===== src/rtl/dpe_pkg.sv =====
// Shared types, codes and helper functions for the data-processing encoder.
// No dependencies; every other file but dpe_ifs refers to it by scoped names.
`default_nettype none

package dpe_pkg;

  // Operation codes as they arrive on the instruction channel
  localparam logic [2:0] OP_ADD = 3'd0;
  localparam logic [2:0] OP_ADC = 3'd1;
  localparam logic [2:0] OP_SUB = 3'd2;
  localparam logic [2:0] OP_SBC = 3'd3;
  localparam logic [2:0] OP_RSB = 3'd4;
  localparam logic [2:0] OP_RSC = 3'd5;

  // Command field values, bits 24:21 of the word
  localparam logic [3:0] CMD_ADD = 4'b0100;
  localparam logic [3:0] CMD_ADC = 4'b0101;
  localparam logic [3:0] CMD_SUB = 4'b0010;
  localparam logic [3:0] CMD_SBC = 4'b0110;
  localparam logic [3:0] CMD_RSB = 4'b0011;
  localparam logic [3:0] CMD_RSC = 4'b0111;

  // Shift kinds on the input side
  localparam logic [2:0] SHK_LSL = 3'd0;
  localparam logic [2:0] SHK_LSR = 3'd1;
  localparam logic [2:0] SHK_ASR = 3'd2;
  localparam logic [2:0] SHK_ROR = 3'd3;
  localparam logic [2:0] SHK_RRX = 3'd4;

  // Shift type field, bits 6:5 of the word
  localparam logic [1:0] SH_LSL = 2'b00;
  localparam logic [1:0] SH_LSR = 2'b01;
  localparam logic [1:0] SH_ASR = 2'b10;
  localparam logic [1:0] SH_ROR = 2'b11;

  // Error codes
  localparam logic [1:0] ERR_NONE  = 2'd0;
  localparam logic [1:0] ERR_IMM   = 2'd1;
  localparam logic [1:0] ERR_SHIFT = 2'd2;

  localparam int unsigned NUM_ROT = 16;

  // Encoded register operand: shamt5, type, 0, Rm
  typedef struct packed {
    logic        ok;
    logic [11:0] field;
  } shift_enc_t;

  // Encoded immediate operand: rot4, imm8
  typedef struct packed {
    logic        ok;
    logic [11:0] field;
  } imm_enc_t;

  // One instruction word as captured from the input channel
  typedef struct packed {
    logic [2:0]  operation;
    logic        set_flags;
    logic [3:0]  condition;
    logic [3:0]  dest_reg;
    logic [3:0]  first_reg;
    logic        use_immediate;
    logic [31:0] immediate_value;
    logic [3:0]  second_reg;
    logic [2:0]  shift_kind;
    logic [5:0]  shift_amount;
  } item_t;

  // Middle stage contents
  typedef struct packed {
    logic [3:0]         condition;
    logic [3:0]         cmd;
    logic               set_flags;
    logic [3:0]         first_reg;
    logic [3:0]         dest_reg;
    logic               use_immediate;
    logic [31:0]        immediate_value;
    logic [NUM_ROT-1:0] hit;
    shift_enc_t         shf;
  } mid_t;

  // Map an operation to its command field; undefined codes encode as ADD
  function automatic logic [3:0] cmd_of(input logic [2:0] op);
    logic [3:0] c;
    unique case (op)
      OP_ADD:  c = CMD_ADD;
      OP_ADC:  c = CMD_ADC;
      OP_SUB:  c = CMD_SUB;
      OP_SBC:  c = CMD_SBC;
      OP_RSB:  c = CMD_RSB;
      OP_RSC:  c = CMD_RSC;
      default: c = CMD_ADD;
    endcase
    return c;
  endfunction

  // Rotate left by twice the given step
  function automatic logic [31:0] rotl_even(input logic [31:0] val, input logic [3:0] step);
    logic [63:0] d;
    d = {val, val} << {step, 1'b0};
    return d[63:32];
  endfunction

endpackage

`default_nettype wire


===== src/rtl/dpe_ifs.sv =====
// Channel interfaces: instruction words in, encoded words out.
// Depends on nothing; uses plain valid/ready handshakes.
`default_nettype none

interface dpe_instr_if;
  logic        valid;
  logic        ready;
  logic [2:0]  operation;
  logic        set_flags;
  logic [3:0]  condition;
  logic [3:0]  dest_reg;
  logic [3:0]  first_reg;
  logic        use_immediate;
  logic [31:0] immediate_value;
  logic [3:0]  second_reg;
  logic [2:0]  shift_kind;
  logic [5:0]  shift_amount;

  modport source (output valid, operation, set_flags, condition, dest_reg, first_reg,
                  use_immediate, immediate_value, second_reg, shift_kind, shift_amount,
                  input ready);
  modport sink (input valid, operation, set_flags, condition, dest_reg, first_reg,
                use_immediate, immediate_value, second_reg, shift_kind, shift_amount,
                output ready);
endinterface

interface dpe_word_if;
  logic        valid;
  logic        ready;
  logic [31:0] instruction_word;
  logic [1:0]  error_code;

  modport source (output valid, instruction_word, error_code, input ready);
  modport sink (input valid, instruction_word, error_code, output ready);
endinterface

`default_nettype wire


===== src/rtl/dpe_rot_scan.sv =====
// Immediate rotation scan: flags every even rotation that fits in 8 bits.
// Depends on dpe_pkg.
`default_nettype none

module dpe_rot_scan (
  input  wire logic [31:0]                  val,
  output logic      [dpe_pkg::NUM_ROT-1:0] hit
);

  // One independent check per rotation step
  always_comb begin
    for (int i = 0; i < dpe_pkg::NUM_ROT; i++) begin
      hit[i] = (dpe_pkg::rotl_even(val, 4'(i)) >> 8) == 32'd0;
    end
  end

endmodule

`default_nettype wire


===== src/rtl/dpe_rot_pick.sv =====
// Picks the smallest fitting rotation and builds the 12-bit immediate field.
// Depends on dpe_pkg.
`default_nettype none

module dpe_rot_pick (
  input  wire logic [31:0]                  val,
  input  wire logic [dpe_pkg::NUM_ROT-1:0]  hit,
  output dpe_pkg::imm_enc_t                 enc
);

  logic [3:0]  sel;
  logic [31:0] rotated;

  // Priority encode, lowest step wins
  always_comb begin
    sel = '0;
    for (int i = dpe_pkg::NUM_ROT - 1; i >= 0; i--) begin
      if (hit[i]) begin
        sel = 4'(i);
      end
    end
  end

  assign rotated   = dpe_pkg::rotl_even(val, sel);
  assign enc.ok    = |hit;
  assign enc.field = {sel, rotated[7:0]};

endmodule

`default_nettype wire


===== src/rtl/dpe_shift_enc.sv =====
// Register-operand encoder: range check of the shift amount and field packing.
// Depends on dpe_pkg.
`default_nettype none

module dpe_shift_enc (
  input  wire logic [3:0]  second_reg,
  input  wire logic [2:0]  shift_kind,
  input  wire logic [5:0]  shift_amount,
  output dpe_pkg::shift_enc_t enc
);

  logic [1:0] sh;
  logic [4:0] shamt;
  logic       ok;

  // LSR/ASR by 32 wraps to 0; unknown kinds act as LSL
  always_comb begin
    unique case (shift_kind)
      dpe_pkg::SHK_LSR: begin
        sh    = dpe_pkg::SH_LSR;
        ok    = (shift_amount >= 6'd1) && (shift_amount <= 6'd32);
        shamt = shift_amount[4:0];
      end
      dpe_pkg::SHK_ASR: begin
        sh    = dpe_pkg::SH_ASR;
        ok    = (shift_amount >= 6'd1) && (shift_amount <= 6'd32);
        shamt = shift_amount[4:0];
      end
      dpe_pkg::SHK_ROR: begin
        sh    = dpe_pkg::SH_ROR;
        ok    = (shift_amount >= 6'd1) && (shift_amount <= 6'd31);
        shamt = shift_amount[4:0];
      end
      dpe_pkg::SHK_RRX: begin
        sh    = dpe_pkg::SH_ROR;
        ok    = 1'b1;
        shamt = 5'd0;
      end
      default: begin
        sh    = dpe_pkg::SH_LSL;
        ok    = shift_amount <= 6'd31;
        shamt = shift_amount[4:0];
      end
    endcase
  end

  assign enc.ok    = ok;
  assign enc.field = {shamt, sh, 1'b0, second_reg};

endmodule

`default_nettype wire


===== src/rtl/data_processing_instruction_encoder.sv =====
// Top level: three-stage pipeline packing arithmetic instructions into words.
// Depends on dpe_pkg, dpe_ifs, dpe_rot_scan, dpe_rot_pick and dpe_shift_enc.
//
// Usage:
//   instr (sink)  takes one decoded ADD/ADC/SUB/SBC/RSB/RSC instruction per word.
//   enc  (source) gives one 32-bit instruction word plus an error code per input.
//   A word accepted on instr is registered in stage 1, then stage 2, then stage 3,
//   whose register drives enc; one word per cycle is sustained while enc.ready is high. Stage 1
//   captures the input, checks all 16 immediate rotations
//   and the shift range; stage 2 picks the smallest rotation and packs the word;
//   stage 3 is the output register.
//   Each stage loads whenever it is empty or the next stage moves, so bubbles are
//   squeezed out and a word waiting on enc does not stop earlier stages from
//   filling. When enc is stalled with all three stages full, instr.ready drops.
//   A word is zero whenever the error code is nonzero.
//   Synchronous reset (rst) empties all stages; no word is in flight afterwards.
`default_nettype none

module data_processing_instruction_encoder (
  input  wire logic       clk,
  input  wire logic       rst,
  dpe_instr_if.sink       instr,
  dpe_word_if.source      enc
);

  // Stage valids and advance enables
  logic v1, v2, v3;
  logic ld1, ld2, ld3;

  dpe_pkg::item_t   s1;
  dpe_pkg::mid_t    s2;
  dpe_pkg::mid_t    s2_next;
  logic [31:0]      word;
  logic [1:0]       err;
  logic [31:0]      word_next;
  logic [1:0]       err_next;

  logic [dpe_pkg::NUM_ROT-1:0] hit;
  dpe_pkg::shift_enc_t         shf;
  dpe_pkg::imm_enc_t           imm;

  assign ld3         = !v3 || enc.ready;
  assign ld2         = !v2 || ld3;
  assign ld1         = !v1 || ld2;
  assign instr.ready = ld1;

  // Valid bits
  always_ff @(posedge clk) begin
    if (rst) begin
      v1 <= 1'b0;
      v2 <= 1'b0;
      v3 <= 1'b0;
    end else begin
      if (ld1) v1 <= instr.valid;
      if (ld2) v2 <= v1;
      if (ld3) v3 <= v2;
    end
  end

  // Stage 1: input capture
  always_ff @(posedge clk) begin
    if (ld1) begin
      s1.operation       <= instr.operation;
      s1.set_flags       <= instr.set_flags;
      s1.condition       <= instr.condition;
      s1.dest_reg        <= instr.dest_reg;
      s1.first_reg       <= instr.first_reg;
      s1.use_immediate   <= instr.use_immediate;
      s1.immediate_value <= instr.immediate_value;
      s1.second_reg      <= instr.second_reg;
      s1.shift_kind      <= instr.shift_kind;
      s1.shift_amount    <= instr.shift_amount;
    end
  end

  dpe_rot_scan u_scan (
    .val (s1.immediate_value),
    .hit (hit)
  );

  dpe_shift_enc u_shift (
    .second_reg   (s1.second_reg),
    .shift_kind   (s1.shift_kind),
    .shift_amount (s1.shift_amount),
    .enc          (shf)
  );

  always_comb begin
    s2_next.condition       = s1.condition;
    s2_next.cmd             = dpe_pkg::cmd_of(s1.operation);
    s2_next.set_flags       = s1.set_flags;
    s2_next.first_reg       = s1.first_reg;
    s2_next.dest_reg        = s1.dest_reg;
    s2_next.use_immediate   = s1.use_immediate;
    s2_next.immediate_value = s1.immediate_value;
    s2_next.hit             = hit;
    s2_next.shf             = shf;
  end

  // Stage 2: rotation and range results
  always_ff @(posedge clk) begin
    if (ld2) begin
      s2 <= s2_next;
    end
  end

  dpe_rot_pick u_pick (
    .val (s2.immediate_value),
    .hit (s2.hit),
    .enc (imm)
  );

  // Word assembly; zero on any error
  always_comb begin
    logic [11:0] src2;
    logic        ok;
    if (s2.use_immediate) begin
      src2 = imm.field;
      ok   = imm.ok;
    end else begin
      src2 = s2.shf.field;
      ok   = s2.shf.ok;
    end
    if (ok) begin
      word_next = {s2.condition, 2'b00, s2.use_immediate, s2.cmd, s2.set_flags,
                   s2.first_reg, s2.dest_reg, src2};
      err_next  = dpe_pkg::ERR_NONE;
    end else begin
      word_next = '0;
      err_next  = s2.use_immediate ? dpe_pkg::ERR_IMM : dpe_pkg::ERR_SHIFT;
    end
  end

  // Stage 3: output register
  always_ff @(posedge clk) begin
    if (ld3) begin
      word <= word_next;
      err  <= err_next;
    end
  end

  assign enc.valid            = v3;
  assign enc.instruction_word = word;
  assign enc.error_code       = err;

endmodule

`default_nettype wire


===== src/flat_wrapper.sv =====
// flat-port wrapper written by rule: the top's interface ports become plain ports
module data_processing_instruction_encoder_flat 
  (clk, rst, instr_valid, instr_operation, instr_set_flags, instr_condition, instr_dest_reg, instr_first_reg, instr_use_immediate, instr_immediate_value, instr_second_reg, instr_shift_kind, instr_shift_amount, instr_ready, enc_valid, enc_instruction_word, enc_error_code, enc_ready);
  dpe_instr_if instr_i ();
  dpe_word_if enc_i ();
  input  wire logic clk;
  input  wire logic rst;
  input wire logic [$bits(instr_i.valid)-1:0] instr_valid;
  input wire logic [$bits(instr_i.operation)-1:0] instr_operation;
  input wire logic [$bits(instr_i.set_flags)-1:0] instr_set_flags;
  input wire logic [$bits(instr_i.condition)-1:0] instr_condition;
  input wire logic [$bits(instr_i.dest_reg)-1:0] instr_dest_reg;
  input wire logic [$bits(instr_i.first_reg)-1:0] instr_first_reg;
  input wire logic [$bits(instr_i.use_immediate)-1:0] instr_use_immediate;
  input wire logic [$bits(instr_i.immediate_value)-1:0] instr_immediate_value;
  input wire logic [$bits(instr_i.second_reg)-1:0] instr_second_reg;
  input wire logic [$bits(instr_i.shift_kind)-1:0] instr_shift_kind;
  input wire logic [$bits(instr_i.shift_amount)-1:0] instr_shift_amount;
  output wire logic [$bits(instr_i.ready)-1:0] instr_ready;
  output wire logic [$bits(enc_i.valid)-1:0] enc_valid;
  output wire logic [$bits(enc_i.instruction_word)-1:0] enc_instruction_word;
  output wire logic [$bits(enc_i.error_code)-1:0] enc_error_code;
  input wire logic [$bits(enc_i.ready)-1:0] enc_ready;
  assign instr_i.valid = instr_valid;
  assign instr_i.operation = instr_operation;
  assign instr_i.set_flags = instr_set_flags;
  assign instr_i.condition = instr_condition;
  assign instr_i.dest_reg = instr_dest_reg;
  assign instr_i.first_reg = instr_first_reg;
  assign instr_i.use_immediate = instr_use_immediate;
  assign instr_i.immediate_value = instr_immediate_value;
  assign instr_i.second_reg = instr_second_reg;
  assign instr_i.shift_kind = instr_shift_kind;
  assign instr_i.shift_amount = instr_shift_amount;
  assign instr_ready = instr_i.ready;
  assign enc_valid = enc_i.valid;
  assign enc_instruction_word = enc_i.instruction_word;
  assign enc_error_code = enc_i.error_code;
  assign enc_i.ready = enc_ready;
  data_processing_instruction_encoder u_core (.clk(clk), .rst(rst), .instr(instr_i), .enc(enc_i));
endmodule

===== config.mk =====
export PLATFORM = sky130hd
export DESIGN_NAME = data_processing_instruction_encoder_flat
export DESIGN_NICKNAME = d
export VERILOG_FILES = /design/src/rtl/dpe_pkg.sv /design/src/rtl/dpe_ifs.sv /design/src/rtl/dpe_rot_scan.sv /design/src/rtl/dpe_rot_pick.sv /design/src/rtl/dpe_shift_enc.sv /design/src/rtl/data_processing_instruction_encoder.sv /design/src/flat_wrapper.sv
export SDC_FILE = /design/constraint.sdc
export NUM_CORES = 1
export LEC_CHECK = 0
export BUFFER_PORTS_ARGS = -buffer_cell sky130_fd_sc_hd__clkbuf_2
export CAP_MARGIN = 15
export CORE_UTILIZATION = 55
export CTS_CLUSTER_DIAMETER = 100
export CTS_CLUSTER_SIZE = 14
export DETAILED_ROUTE_END_ITERATION = 16
export GPL_ROUTABILITY_DRIVEN = 0
export GPL_TIMING_DRIVEN = 0
export HOLD_SLACK_MARGIN = 0.15
export PLACE_DENSITY = 0.76
export SLEW_MARGIN = 20
export SYNTH_ARGS = -nofsm -noshare
export SYNTH_HDL_FRONTEND = slang
export SYNTH_SLANG_ARGS = --single-unit

===== constraint.sdc =====
create_clock -name clk -period 7.06 [get_ports clk]
set_clock_uncertainty 0.05 [all_clocks]
set_input_delay 0.353 -clock clk [delete_from_list [all_inputs] [get_ports clk]]
set_output_delay 0.353 -clock clk [all_outputs]
set_load 0.05 [all_outputs]

==> qor.txt, run 1 <==
Critical Path RT: 7.15 ns
Hold WS: 0.2280 ns
Reg-to-reg slack, setup: 4.31 ns
Cts bufs inserted: 17
Min cycle time layout: 2.745 ns
CTS max path bufs: 2
Area after DPL: 7711 um2
Crit Path Class: flop to flop
Post-synthesis sequential area ratio: 74.28%
Initial antenna violation count: 0
Flop pwr share: 53.5%
HPWL after detailed placement: 9299 um
Share of Yosys cell area claimed by the top area cell type: 73.42%
Latest clock arrival within the worst-skew pair: 0.43 ns
Cell Area, Synth: 6953 um2
Initial drt markers: 235
Layout net count: 689
WL final: 14,100 um
Layout area overhead: 27.89%
Peak supply drop: 0.2321 mV
Die area: 13,100 um2
CTS root buf: clkbuf_16
CTS tree: done
Syn Area/Cell: 15.91 um2
Power share of the combinational group: 8.8%
Switching pwr: 525.9 uW
Status: finished clean
Ant. Diodes: 0
Synthesis Warnings: 0
Final period utilization: 38.88%
Top cells by area, synth: edfxtp_1 73%, mux2i_1 9.6%, and2_1 2.1%, nor2_1 1.7%, nor4_1 1.1%
Final-report setup violation count: 0
Total GRT Usage: 23.08%
Pwr per Cell Area: 255.9 nW/um2
Layout cells sized above 1: 22.91%
Unique masters post-synth: 45
CTS sink count: 173
Setup_tns: 0 ns
Post-DRT Antenna Nets: 0
FP Rows: 40
Crit Path Max Fanout: 10
DR pass1 iterations: 6
Main synth FF type: edfxtp_1
Count leader, synth: edfxtp_1
Die width: 114.4 um
FMAX: 364.3 MHz
Port buffer count: 98
Finished Cell Area: 8892 um2
Top-Level Pins: 102
Initial core utilization: 57.17%
Startpoint types: flop
Remaining DRCs: 0
# Post-CTS Setup Buffers: 0
Synth Register Bits: 173
Yosys top cell by area: edfxtp_1
Die Ht: 114.4 um
Critical Path AT: 2.83 ns
# H-tree levels: 4
Internal: 1749 uW
Post-Syn Instances: 437
Hold depth: 4
R2R depth: 8
Vias/cell: 5.412
EDFF count, synth: 170
Vias in the first global route: 4,252
Sw frac: 23.11%
Endpoint class of the critical path: flop
Fin. Hold Viols: 0
Pin count of the biggest net entering global routing: 45
HP Class: primary input to flop
Max-Cap Viols: 0
Leak: 0.003840 uW
Final slew viol count: 0
Synth top cells by count: 170 x edfxtp_1, 67 x mux2i_1, 32 x nor2_1
Async set-reset flop share out of synthesis: 0%
First-pass GRT wire length: 21,840 um
Routed wire length per instance: 17.60 um
Core ar.: 12,160 um2
Clock power frac: 37.7%
Design Power: 2275 uW
Via count: 4,335
Global route total overflow: 0
Reg clk slew, reported paths: 0.06 ns
Unrepaired setup endpoints after global routing: false
Measured slew at the worst slew-check pin: 0.6946 ns
Max-slew headroom: 53.69%
-- worst paths after layout --
check / startpoint / end
hold / removal: enc_ready / u_core.enc.valid
setup reg to reg: u_core.s2[15] / u_core.enc.instruction_word[7]
setup / recovery: u_core.s2[15] / u_core.enc.instruction_word[7]
hold reg to reg: u_core.s1[11] / u_core.s2[2]
-- registers in the layout (all words and copies together) (netlist names) --
signal                       flops
u_core.v2                        1
u_core.enc.valid                 1
u_core.s1                       62
u_core.enc.instruction_word     29
u_core.v1                        1
u_core.s2                       77
u_core.enc.error_code            2
-- area by class of cell --
cell class / instances / area [um2]
sequential: 173 / 5165
fill: 739 / 3269
multi-input combinational: 242 / 1687
timing repair buffer: 164 / 1171
clock buffer: 17 / 425.4
tap: 168 / 210.2
clock inverter: 13 / 115.1
buffer: 13 / 75.07
inverter: 11 / 43.79
-- critical path, stage by stage, from the launching register on --
cell and delay [ns]:
edfxtp_1 0.46, or4_4 0.59, a211oi_4 0.22, nor2_2 0.12
buf_4 0.21, mux2i_1 0.25, mux2i_1 0.14, a222oi_1 0.27
o21ai_1 0.15
-- logic make-up after synthesis --
family / count (synthesis) / share of synthesized area [%]
mux: 68 / 9.969
fa+ha+maj: 1 / 0.1799
buf+inv: 24 / 1.673
xor+xnor: 1 / 0.1260
other cells: 1 / 0.05393
flops: 173 / 74.28
compound gates: 42 / 4.175
simple gates: 127 / 9.538
-- layout by cell type (no fill, tap or decap), types with 4 or more instances in the layout --
master	n
nor2_1	32
nor4_1	12
nand2_1	17
mux2i_1	67
nor3_1	9
a222oi_1	6
nand3_1	8
buf_4	4
inv_6	4
and2_1	23
clkbuf_16	17
o21ai_1	7
clkbuf_1	4
clkbuf_2	98
a21oi_1	7
edfxtp_1	170
inv_1	8
dlygate4sd3_1	64
o21ai_0	9
nand2b_1	5
nor2b_1	5
-- metrics by stage --
| step | std cells | setup slack, ns | utilization [%] |
|---|---|---|---|
| 2_1_floorplan | 439 | 3.894 | - |
| 5_1_grt | 801 | 4.184 | 73.12 |
| 3_5_place_dp | 707 | 4.343 | 63.41 |
| 4_1_cts | 801 | 4.345 | 73.12 |
| 3_3_place_gp | 705 | 3.676 | 62.99 |
| 6_report | 801 | 4.315 | 73.12 |
-- per-layer routing --
layer	share of wire (%)	GRT usage, %
met1	41	28.81
met2	51	38.71
met4	1.6	9.177
met5	0	0
met3	6.7	5.982
-- timing repair --
| item | 4_1_cts | 5_1_grt |
|---|---|---|
| gates resized for setup | 0 | 0 |
| hold buffers | 64 | 0 |
| endpoints found under the hold margin | 65 | 0 |
-- power by group through the flow --
stage	Sequential (uW)	Combinational, uW	Clock (uW)
3_5_place_dp	1240	169	0
2_1_floorplan	1280	64.3	0
5_1_grt	1220	213	914
3_3_place_gp	1230	165	0
4_1_cts	1220	197	866
6_report	1220	200	859
(Power assumes the default switching activity.)
==> run 2: changes to the inputs <==
Clock period 7.06 ns to 2.81 ns, I/O delays scaled along.
==> run 2 against run 1 <==
Compared with the run above: sequential power increased to 2.5 times the previous value; worst hold slack improved by 0.15 ns; design area rose by 1.6%; critical path type unchanged; highest routed layer unchanged; register-to-register slack got worse by 4.2 ns; non-clock buffer count grew 3; power rose to 2.6 times the previous value; clock power rose to 2.7 times the previous value; sequential share of layout area down 0.93 points; die area did not move; maximum frequency up 0.13%; largest cell class unchanged.
==> qor.txt, run 2 (same netlist as run 1, synthesis figures left out) <==
Peak supply drop: 0.6728 mV
Pwr per Cell Area: 647.3 nW/um2
First-pass GRT wire length: 22,020 um
# H-tree levels: 4
Critical Path AT: 2.85 ns
Crit Path Max Fanout: 10
Initial core utilization: 57.17%
Die Ht: 114.4 um
R2R depth: 9
Layout area overhead: 29.98%
DR pass1 iterations: 5
Setup_tns: 0 ns
Latest clock arrival within the worst-skew pair: 0.43 ns
HPWL after detailed placement: 9226 um
Vias/cell: 5.460
CTS tree: done
Cts bufs inserted: 17
Max reg flops: 77
Top-Level Pins: 102
Slowest-stage cell, CP: or4_4
CTS max path bufs: 2
Worst path top cell family by delay: compound AO/OA/AOI/OAI gates
Crit Path Class: flop to flop
FF+latch area: 5165 um2
Endpoint class of the critical path: flop
Commonest non-fill, non-tap cell in the layout: edfxtp_1
Fillcell total: 712
Max-slew headroom: 44.77%
Die area: 13,100 um2
Reg with most FFs: u_core.s2
FMAX: 364.8 MHz
Critical path's largest stage delay: 0.44 ns
Hold depth: 0
CTS sink count: 173
Worst setup margin: 0.06852 ns
Port buffer count: 98
Most frequent cells in the layout: 170 x edfxtp_1, 100 x clkbuf_2, 65 x dlygate4sd3_1
Layout cells sized above 1: 24.61%
Post-DRT Antenna Nets: 0
Fin. Hold Viols: 0
Initial antenna violation count: 2
Min cycle time layout: 2.741 ns
Status: finished clean
Finished Cell Area: 9037 um2
Cell Chain, Critical Path: nor2b_1 -> or4_4 -> a211oi_4 -> nor2_4 -> buf_8 -> mux2i_2 -> mux2i_1 -> a222oi_1 -> o21ai_1
Via count: 4,417
WL final: 14,530 um
Total GRT Usage: 23.13%
Worst Path Buf+Inv: 1
Final-report setup violation count: 0
Max-Cap Viols: 0
FP Rows: 40
Area of the multi-input gates: 1728 um2
Pin count of the biggest net entering global routing: 64
HP Class: flop to flop
Final period utilization: 97.56%
Measured slew at the worst slew-check pin: 0.8285 ns
Routed wire length per instance: 17.97 um
Reg clk slew, reported paths: 0.07 ns
Die width: 114.4 um
Core ar.: 12,160 um2
Area after DPL: 7727 um2
CTS root buf: clkbuf_16
Initial drt markers: 289
Critical Path RT: 2.91 ns
Final slew viol count: 0
DP Worst Slack: 0.1291 ns
Remaining DRCs: 0
Vias in the first global route: 4,405
Leak: 0.003864 uW
Startpoint types: flop
Post-Route Utilization: 74.31%
Layout net count: 692
Global route total overflow: 0
Levels on crit path: 9
[run 2: cell count changes in the layout (fill, tap and decap cells not counted), sizes merged, moves of 2 or more]
cell	delta
diode	+3
clkbuf	+3
clkinv	-2
clkinvlp	+2
buf	+2
[run 2: repair_timing]
action                                  4_1_cts  5_1_grt
hold endpoints to repair                     65        0
setup buffers                                 0        2
hold buffers                                 65        0
endpoints found under the setup margin        0        4
gates resized for setup                       0       17
[run 2: report_power, final]
| part | internal [uW] | total [uW] | switching, uW |
|---|---|---|---|
| clock network | 1270 | 2280 | 1000 |
| registers | 2980 | 3060 | 79.0 |
| logic | 208 | 515 | 307 |
[run 2: metal layers]
metal  up-vias  share of wire, %  global-route usage [%]  wire length (um)
li1       2062                 -                       -                 -
met3        26               5.5                   5.453               800
met2       182                51                   38.79              7379
met4         0               2.2                   9.697               325
met1      2147                41                   29.05              6028
met5         -                 0                       0                 0
[run 2: path summary, 6_finish.rpt]
path,start,endpoint,slack [ns]
max,u_core.s2[19],u_core.enc.instruction_word[0],0.07
min,u_core.s1[53],u_core.s2[65],0.37
max reg2reg,u_core.s2[19],u_core.enc.instruction_word[0],0.07
min reg2reg,u_core.s1[53],u_core.s2[65],0.37
[run 2: area by class of cell]
cell class / count / area share, %
diodes: 3 / 0.08307
clock inverters: 12 / 1.468
flip-flops and latches: 173 / 57.15
multi-input cells: 242 / 19.12
well taps: 168 / 2.326
plain buffers: 13 / 1.011
repair buffers: 167 / 13.40
inverters: 11 / 0.4984
clock buffers: 20 / 4.943
[run 2: through the flow]
stage	power, uW	hold slack, ns	cells
final	5850	0.3740	809
after global routing	5994	0.3596	808
after global placement	3517	0.2678	705
after floorplan	3382	0.1629	439
after CTS	5834	0.3619	804
after detailed placement	3534	0.2691	707
